==> config.mk <==
export PLATFORM = sky130hd
export DESIGN_NAME = sensor_frame_deframer
export DESIGN_NICKNAME = d
export VERILOG_FILES = /design/src/sv/sfd_pkg.sv /design/src/sv/sfd_parser.sv /design/src/sv/sfd_out_fifo.sv /design/src/sv/sensor_frame_deframer.sv
export SDC_FILE = /design/constraint.sdc
export NUM_CORES = 1
export LEC_CHECK = 0
export BUFFER_PORTS_ARGS = -buffer_cell sky130_fd_sc_hd__buf_4
export CORE_ASPECT_RATIO = 1.4
export CORE_MARGIN = 3
export CORE_UTILIZATION = 40
export CTS_BUF_LIST = sky130_fd_sc_hd__clkbuf_8 sky130_fd_sc_hd__clkbuf_16
export CTS_CLUSTER_SIZE = 40
export DETAILED_ROUTE_END_ITERATION = 16
export PLACE_DENSITY = 0.55
export SETUP_SLACK_MARGIN = 0.15
export SLEW_MARGIN = 25
export SYNTH_ARGS = -nofsm -noshare
export SYNTH_HDL_FRONTEND = slang
export SYNTH_SLANG_ARGS = --single-unit
==> constraint.sdc <==
create_clock -name clk -period 4.7 [get_ports clk]
set_input_delay 0 -clock clk [delete_from_list [all_inputs] [get_ports clk]]
set_output_delay 0 -clock clk [all_outputs]
set_load 0.005 [all_outputs]
==> src/sv/sfd_pkg.sv <==
`timescale 1ns / 1ps
`default_nettype none

package sfd_pkg;

    localparam int HEADER_LEN       = 5;
    localparam int POS_ADDRESS      = 5;
    localparam int POS_TYPE         = 8;
    localparam int FIRST_SAMPLE_POS = 11;

    localparam logic [7:0] SAMPLE_MARKER = 8'h01;

    localparam int SAMPLE_W = 48;

    localparam int DRV_LEFT_BYTE_LO = 2;
    localparam int DRV_LEFT_BYTE_HI = 3;
    localparam int DRV_RIGHT_BYTE   = 0;

    localparam logic [7:0] RESET_LEFT_ADDRESS  = 8'h05;
    localparam logic [7:0] RESET_RIGHT_ADDRESS = 8'h01;

    localparam logic [0:0] CFG_LEFT_ADDRESS  = 1'b0;
    localparam logic [0:0] CFG_RIGHT_ADDRESS = 1'b1;

    localparam logic SIDE_LEFT  = 1'b0;
    localparam logic SIDE_RIGHT = 1'b1;

    typedef struct packed {
        logic                side;
        logic [SAMPLE_W-1:0] sample_bytes;
        logic                left_drive;
        logic                right_drive;
    } sfd_result_t;

    function automatic logic [7:0] header_byte(input logic [2:0] idx);
        logic [7:0] val;
        unique case (idx)
            3'd0:    val = 8'h7e;
            3'd1:    val = 8'h00;
            3'd2:    val = 8'h0e;
            3'd3:    val = 8'h83;
            3'd4:    val = 8'h00;
            default: val = 8'h00;
        endcase
        return val;
    endfunction

endpackage

`default_nettype wire

==> src/sv/sfd_parser.sv <==
`timescale 1ns / 1ps
`default_nettype none

module sfd_parser #(
    parameter int RECORD_BYTES = 6
) (
    input  wire logic               clk,
    input  wire logic               rst_n,
    input  wire logic               in_valid,
    output logic                    in_stall,
    input  wire logic [7:0]         in_byte,
    input  wire logic               room,
    input  wire logic [7:0]         left_address,
    input  wire logic [7:0]         right_address,
    output logic                    res_valid,
    output sfd_pkg::sfd_result_t    res
);

    localparam int POS_W  = $clog2(sfd_pkg::FIRST_SAMPLE_POS + RECORD_BYTES + 1);
    localparam int IDX_W  = (RECORD_BYTES > 1) ? $clog2(RECORD_BYTES) : 1;
    localparam int PACK_W = RECORD_BYTES * 8;
    localparam int WIDE_W = (PACK_W > sfd_pkg::SAMPLE_W) ? PACK_W : sfd_pkg::SAMPLE_W;

    logic             in_valid_reg;
    logic             in_valid_next;
    logic [7:0]       in_byte_reg;
    logic [POS_W-1:0] pos_reg;
    logic [POS_W-1:0] pos_next;
    logic [7:0]       addr_reg;
    logic [7:0]       addr_next;
    logic [7:0]       left_reg   [RECORD_BYTES];
    logic [7:0]       left_next  [RECORD_BYTES];
    logic [7:0]       right_reg  [RECORD_BYTES];
    logic [7:0]       right_next [RECORD_BYTES];

    logic             step;
    logic             accept;
    logic [POS_W-1:0] k_full;
    logic [IDX_W-1:0] k;
    logic             side_sel;
    logic [WIDE_W-1:0] wide;
    logic             left_drive;
    logic             right_drive;

    assign step     = in_valid_reg && room;
    assign in_stall = in_valid_reg && !room;
    assign accept   = in_valid && !in_stall;
    assign k_full   = pos_reg - POS_W'(sfd_pkg::FIRST_SAMPLE_POS);
    assign k        = k_full[IDX_W-1:0];

    always_comb
    begin
        in_valid_next = in_valid_reg;
        if (step || !in_valid_reg)
        begin
            in_valid_next = accept;
        end
    end

    always_comb
    begin
        pos_next   = pos_reg;
        addr_next  = addr_reg;
        left_next  = left_reg;
        right_next = right_reg;
        res_valid  = 1'b0;
        side_sel   = sfd_pkg::SIDE_LEFT;
        if (step)
        begin
            priority if (pos_reg < POS_W'(sfd_pkg::HEADER_LEN))
            begin
                if (in_byte_reg == sfd_pkg::header_byte(pos_reg[2:0]))
                begin
                    pos_next = pos_reg + POS_W'(1);
                end
                else
                begin
                    pos_next = '0;
                end
            end
            else if (pos_reg == POS_W'(sfd_pkg::POS_ADDRESS))
            begin
                addr_next = in_byte_reg;
                pos_next  = pos_reg + POS_W'(1);
            end
            else if (pos_reg == POS_W'(sfd_pkg::POS_TYPE))
            begin
                if (in_byte_reg == sfd_pkg::SAMPLE_MARKER)
                begin
                    pos_next = pos_reg + POS_W'(1);
                end
                else
                begin
                    pos_next = '0;
                end
            end
            else if (pos_reg < POS_W'(sfd_pkg::FIRST_SAMPLE_POS))
            begin
                pos_next = pos_reg + POS_W'(1);
            end
            else if (pos_reg < POS_W'(sfd_pkg::FIRST_SAMPLE_POS + RECORD_BYTES))
            begin
                if (addr_reg == left_address || addr_reg == right_address)
                begin
                    side_sel = (addr_reg == left_address) ? sfd_pkg::SIDE_LEFT
                                                          : sfd_pkg::SIDE_RIGHT;
                    for (int i = 0; i < RECORD_BYTES; i++)
                    begin
                        if (k == IDX_W'(i))
                        begin
                            if (side_sel == sfd_pkg::SIDE_LEFT)
                            begin
                                left_next[i] = in_byte_reg;
                            end
                            else
                            begin
                                right_next[i] = in_byte_reg;
                            end
                        end
                    end
                    pos_next  = pos_reg + POS_W'(1);
                    res_valid = (k == IDX_W'(RECORD_BYTES - 1));
                end
                else
                begin
                    pos_next = '0;
                end
            end
            else
            begin
                pos_next = '0;
            end
        end
    end

    always_comb
    begin
        wide = '0;
        for (int i = 0; i < RECORD_BYTES; i++)
        begin
            wide[(RECORD_BYTES - 1 - i) * 8 +: 8] =
                (side_sel == sfd_pkg::SIDE_RIGHT) ? right_next[i] : left_next[i];
        end
    end

    generate
        if (RECORD_BYTES > sfd_pkg::DRV_LEFT_BYTE_HI)
        begin : g_left_two
            assign left_drive = (left_next[sfd_pkg::DRV_LEFT_BYTE_LO] != 8'h00)
                             || (left_next[sfd_pkg::DRV_LEFT_BYTE_HI] != 8'h00);
        end
        else if (RECORD_BYTES > sfd_pkg::DRV_LEFT_BYTE_LO)
        begin : g_left_one
            assign left_drive = (left_next[sfd_pkg::DRV_LEFT_BYTE_LO] != 8'h00);
        end
        else
        begin : g_left_none
            assign left_drive = 1'b0;
        end
    endgenerate

    assign right_drive = (right_next[sfd_pkg::DRV_RIGHT_BYTE] != 8'h00);

    assign res.side         = side_sel;
    assign res.sample_bytes = wide[sfd_pkg::SAMPLE_W-1:0];
    assign res.left_drive   = left_drive;
    assign res.right_drive  = right_drive;

    always_ff @(posedge clk or negedge rst_n)
    begin
        if (!rst_n)
        begin
            in_valid_reg <= 1'b0;
            pos_reg      <= '0;
            addr_reg     <= '0;
            for (int i = 0; i < RECORD_BYTES; i++)
            begin
                left_reg[i]  <= '0;
                right_reg[i] <= '0;
            end
        end
        else
        begin
            in_valid_reg <= in_valid_next;
            pos_reg      <= pos_next;
            addr_reg     <= addr_next;
            left_reg     <= left_next;
            right_reg    <= right_next;
        end
    end

    always_ff @(posedge clk)
    begin
        if (accept)
        begin
            in_byte_reg <= in_byte;
        end
    end

endmodule

`default_nettype wire

==> src/sv/sfd_out_fifo.sv <==
`timescale 1ns / 1ps
`default_nettype none

module sfd_out_fifo (
    input  wire logic                 clk,
    input  wire logic                 rst_n,
    input  wire logic                 push,
    input  wire sfd_pkg::sfd_result_t push_data,
    output logic                      room,
    output logic                      pop_valid,
    input  wire logic                 pop_stall,
    output sfd_pkg::sfd_result_t      pop_data
);

    sfd_pkg::sfd_result_t ent_reg [2];
    logic       wr_ptr_reg;
    logic       wr_ptr_next;
    logic       rd_ptr_reg;
    logic       rd_ptr_next;
    logic [1:0] count_reg;
    logic [1:0] count_next;
    logic       pop;

    assign room      = (count_reg != 2'd2);
    assign pop_valid = (count_reg != 2'd0);
    assign pop       = pop_valid && !pop_stall;
    assign pop_data  = ent_reg[rd_ptr_reg];

    always_comb
    begin
        wr_ptr_next = push ? !wr_ptr_reg : wr_ptr_reg;
        rd_ptr_next = pop ? !rd_ptr_reg : rd_ptr_reg;
        count_next  = count_reg + 2'(push) - 2'(pop);
    end

    always_ff @(posedge clk or negedge rst_n)
    begin
        if (!rst_n)
        begin
            wr_ptr_reg <= 1'b0;
            rd_ptr_reg <= 1'b0;
            count_reg  <= 2'd0;
        end
        else
        begin
            wr_ptr_reg <= wr_ptr_next;
            rd_ptr_reg <= rd_ptr_next;
            count_reg  <= count_next;
        end
    end

    always_ff @(posedge clk)
    begin
        if (push)
        begin
            ent_reg[wr_ptr_reg] <= push_data;
        end
    end

endmodule

`default_nettype wire

==> src/sv/sensor_frame_deframer.sv <==
`timescale 1ns / 1ps
`default_nettype none

// Channel   Direction  Handshake            Payload
// rx        in         rx_valid / rx_stall  rx_byte
// out       out        out_valid / out_stall side, sample_bytes, left_drive, right_drive
// cfg       in         cfg_valid / cfg_ready cfg_index, cfg_data
//
// One received byte is taken every clock cycle while rx_stall is low.
// A byte is registered on its beat and parsed once the result queue has room, and
// a frame's result beat is offered in the cycle after its last sample byte is parsed.
// Results wait in a two-entry queue; rx_stall is raised only while that queue is
// full and a byte is already waiting to be parsed.
// Reset clears the parse position, the address and both sample records.

module sensor_frame_deframer #(
    parameter int RECORD_BYTES = 6
) (
    input  wire logic                          clk,
    input  wire logic                          rst_n,
    input  wire logic                          rx_valid,
    output logic                               rx_stall,
    input  wire logic [7:0]                    rx_byte,
    output logic                               out_valid,
    input  wire logic                          out_stall,
    output logic                               side,
    output logic [sfd_pkg::SAMPLE_W-1:0]       sample_bytes,
    output logic                               left_drive,
    output logic                               right_drive,
    input  wire logic                          cfg_valid,
    output logic                               cfg_ready,
    input  wire logic [0:0]                    cfg_index,
    input  wire logic [7:0]                    cfg_data
);

    logic [7:0]           left_address_reg;
    logic [7:0]           left_address_next;
    logic [7:0]           right_address_reg;
    logic [7:0]           right_address_next;
    logic                 room;
    logic                 res_valid;
    sfd_pkg::sfd_result_t res;
    sfd_pkg::sfd_result_t out_res;

    assign cfg_ready = 1'b1;

    always_comb
    begin
        left_address_next  = left_address_reg;
        right_address_next = right_address_reg;
        if (cfg_valid && cfg_ready)
        begin
            unique case (cfg_index)
                sfd_pkg::CFG_LEFT_ADDRESS:  left_address_next  = cfg_data;
                sfd_pkg::CFG_RIGHT_ADDRESS: right_address_next = cfg_data;
            endcase
        end
    end

    always_ff @(posedge clk or negedge rst_n)
    begin
        if (!rst_n)
        begin
            left_address_reg  <= sfd_pkg::RESET_LEFT_ADDRESS;
            right_address_reg <= sfd_pkg::RESET_RIGHT_ADDRESS;
        end
        else
        begin
            left_address_reg  <= left_address_next;
            right_address_reg <= right_address_next;
        end
    end

    sfd_parser #(
        .RECORD_BYTES(RECORD_BYTES)
    ) u_parser (
        .clk           (clk),
        .rst_n         (rst_n),
        .in_valid      (rx_valid),
        .in_stall      (rx_stall),
        .in_byte       (rx_byte),
        .room          (room),
        .left_address  (left_address_reg),
        .right_address (right_address_reg),
        .res_valid     (res_valid),
        .res           (res)
    );

    sfd_out_fifo u_out_fifo (
        .clk       (clk),
        .rst_n     (rst_n),
        .push      (res_valid),
        .push_data (res),
        .room      (room),
        .pop_valid (out_valid),
        .pop_stall (out_stall),
        .pop_data  (out_res)
    );

    assign side         = out_res.side;
    assign sample_bytes = out_res.sample_bytes;
    assign left_drive   = out_res.left_drive;
    assign right_drive  = out_res.right_drive;

endmodule

`default_nettype wire

==> impl_metrics.json <==
{
  "drcViolationCount": 0,
  "clkLatencyLatePin_ns": 0.52,
  "tns_ns": 0,
  "drv_slew": 0,
  "grt_pass1_wl_mm": 38.50,
  "powerDensity_mw_per_mm2": 368.7,
  "cts_tree": "done",
  "leakagePower_uw": 0.004696,
  "fin_cells": 1256,
  "period_needed_ns": 3.408,
  "hold_ws_ns": 0.01865,
  "port_buffers": 74,
  "postRouteAntennaNets": 0,
  "ios": 76,
  "layout_common_cells": "126 x dfrtp_1, 110 x edfxtp_1, 107 x mux2_2",
  "drive_gt1_share_pct": 27.00,
  "cts_setup_buffers": 0,
  "min_to": "left_address_reg[5]",
  "die_area_sq_mm": 0.02826,
  "finalHoldViolCount": 0,
  "timing.critical_path.buf_inv": 2,
  "multiInputGateArea_sq_mm": 0.003586,
  "hold_path.startpoint": "cfg_index",
  "clock-sinks": 240,
  "max-vdd-ir-drop_mv": 0.2835,
  "detail_route.vias_per_cell": 5.318,
  "path_class": "reg2reg",
  "seqCellArea_sq_mm": 0.006561,
  "crit_family": "compound AO/OA/AOI/OAI gates",
  "antenna_found_initial": 0,
  "seq_area_frac_synth_pct": 62.46,
  "arrival_ns": 3.65,
  "synth_nets": 859,
  "drtPass1Iterations": 6,
  "cts_buffers": 24,
  "rsz0062_at_grt": "false",
  "die_h_um": 197.7,
  "pre_cts_ws_ns": 1.138,
  "wire_per_inst_um": 19.11,
  "fin_nets": 950,
  "cts.clk_slew.worst_paths_ns": 0.06,
  "num-fill-cells": 2292,
  "whs_path_depth": 3,
  "path_max_fanout": 17,
  "drv_cap": 0,
  "grt_pass1_vias": 6784,
  "end_kind": "flip-flop",
  "dpl.hpwl_mm": 15.48,
  "synth_cell_types": 51,
  "final_common_cell": "dfrtp_1",
  "finalWirelength_mm": 24.01,
  "yosys_warnings": 0,
  "hp-class": "in2reg",
  "largest_register_ffs": 102,
  "synth-seq-cells": 240,
  "grt_overflow": 0,
  "cp_slowest_cell": "dfrtp_1",
  "cts_hold_buf": 21,
  "cp.required_ns": 4.94,
  "max_freq_ghz": 0.2934,
  "dp_cells": 1190,
  "fin_crit_sh_pct": 72.52,
  "drt_iter0_drc": 429,
  "core_area_sq_mm": 0.02564,
  "num_rows": 69,
  "skew_ns": 0.01041,
  "num_vias": 6680,
  "setup_viol": 0,
  "layout_setup_ws_ns": 1.292,
  "htreeDepth": 1,
  "area_delta_synth_final_pct": 17.26,
  "antenna_cells": 0,
  "worstPathCellList": "inv_1, ha_1, and3b_1, o211ai_1, a21oi_2, buf_4, nand3_1, a221o_1",
  "r2r_cells": 8,
  "rr_startpoint": "u_parser.pos_reg[0]",
  "start_kind": "flip-flop",
  "gp_congestion": 0.8603,
  "cts_resized": 0,
  "root_buffer": "clkbuf_16",
  "worstMarginPinSlew_ns": 0.9510,
  "status": "complete, no violations",
  "relSlewSlack_pct": 36.48,
  "regToRegSetupSlack_ns": 1.29,
  "syn_area_sq_mm": 0.01050,
  "post_synth.cell_area_avg_sq_um": 12.68,
  "grt_usage_pct": 17.29,
  "netlist_instances": 828,
  "cts.path.max_buffers": 3,
  "die_w_um": 142.9,
  "rr_endpoint": "u_out_fifo.ent_reg[0][1]",
  "grt_max_degree": 52,
  "max_stage_delay_ns": 0.58,
  "start_util_pct": 40.96,
  "fin_util_pct": 48.03
}
==> how the worst max path moves through the flow <==
stage	start	endpoint	slack [ns]	cells after the start
6_report	u_parser.pos_reg[0]	u_out_fifo.ent_reg[0][1]	1.29	8
2_1_floorplan	u_parser.pos_reg[0]	u_out_fifo.ent_reg[0][0]	0.20	10
5_1_grt	u_parser.pos_reg[0]	u_out_fifo.ent_reg[0][1]	1.0	8
3_3_place_gp	u_parser.pos_reg[0]	u_out_fifo.count_reg[1]	1.28	11
4_1_cts	u_parser.pos_reg[0]	u_out_fifo.count_reg[1]	1.14	11
3_5_place_dp	u_parser.pos_reg[0]	u_out_fifo.count_reg[1]	1.14	11
==> cell usage after synthesis, drive strengths merged <==
| cell | instances | area (sq um) |
|---|---|---|
| mux2 | 115 | 1325 |
| o21bai | 1 | 7.510 |
| nand2 | 77 | 291.5 |
| a21o | 3 | 22.52 |
| a221o | 2 | 20.02 |
| o21ai | 65 | 325.3 |
| inv | 45 | 168.9 |
| o21a | 1 | 7.510 |
| a21oi | 47 | 239.0 |
| a2111oi | 2 | 17.52 |
| or3 | 2 | 12.51 |
| nor3 | 4 | 25.02 |
| buf | 13 | 87.58 |
| o31ai | 1 | 7.510 |
| and2 | 5 | 31.28 |
| nand3 | 14 | 70.07 |
| ha | 9 | 112.6 |
| clkbuf | 29 | 108.9 |
| nand3b | 4 | 30.03 |
| a211o | 2 | 17.52 |
| dfrtp | 127 | 3178 |
| nor4 | 10 | 92.59 |
| nor2 | 25 | 93.84 |
| nor2b | 7 | 43.79 |
| xnor2 | 12 | 105.1 |
| nand4 | 5 | 31.28 |
| xor2 | 9 | 78.83 |
| or2 | 1 | 6.260 |
| o22ai | 49 | 306.5 |
| a22o | 1 | 8.760 |
| dfstp | 3 | 78.83 |
| nand2b | 5 | 31.28 |
| o221ai | 1 | 15.01 |
| and3 | 4 | 25.02 |
| a222oi | 7 | 70.07 |
| conb | 1 | 3.750 |
| a211oi | 1 | 12.51 |
| o2111ai | 1 | 15.01 |
| edfxtp | 110 | 3303 |
| and3b | 1 | 8.760 |
| o211ai | 6 | 60.06 |
| a31oi | 1 | 6.260 |
==> routing by layer <==
metal,GRT usage (%),up-vias,routed length (um)
li1,-,3199,-
met1,23.11,3295,10370
met2,29.74,146,12050
met3,2.005,40,1019
met4,4.967,0,571
met5,0,-,0
==> area by class of cell <==
type	count	area share [%]
Tap cell	319	3.241
Inverter	45	1.372
Clock buffer	26	5.191
Sequential cell	240	53.28
Multi-Input combinational cell	501	29.12
Clock inverter	18	0.8737
Timing Repair Buffer	107	6.929
==> stage by stage <==
| stage | area, sq um | power [uW] |
|---|---|---|
| after floorplan | 10500 | 2593 |
| after global placement | 11350 | 2769 |
| after CTS | 12310 | 4592 |
| final | 12320 | 4541 |
| after detailed placement | 11350 | 2766 |
| after global routing | 12320 | 4722 |
==> cell families after synthesis <==
logic type | after synthesis | synth area share (%)
XOR/XNOR | 21 | 1.751
AO/OA/AOI/OAI | 191 | 11.03
adder cells (fa/ha/maj) | 9 | 1.072
buffers and inverters | 87 | 3.479
other | 1 | 0.03571
flip-flops | 240 | 62.46
AND/OR/NAND/NOR | 164 | 7.553
multiplexers | 115 | 12.62
==> report_power, final <==
group	total (uW)	internal, uW	switching [uW]	leakage (uW)
Clock	1810	1030	784	0.000391
Combinational	413	170	243	0.00176
Sequential	2310	2240	77.1	0.00255
==> worst register-to-register path: cells and delay by family (launching register included) <==
| kind | cells | cell delay, ns |
|---|---|---|
| AOI/OAI and AO/OA | 3 | 1.11 |
| adders and majority gates | 1 | 0.32 |
| buffers and inverters | 2 | 0.48 |
| DFF | 1 | 0.58 |
| and+or+nand+nor | 2 | 0.66 |
(Power assumes the default switching activity.)
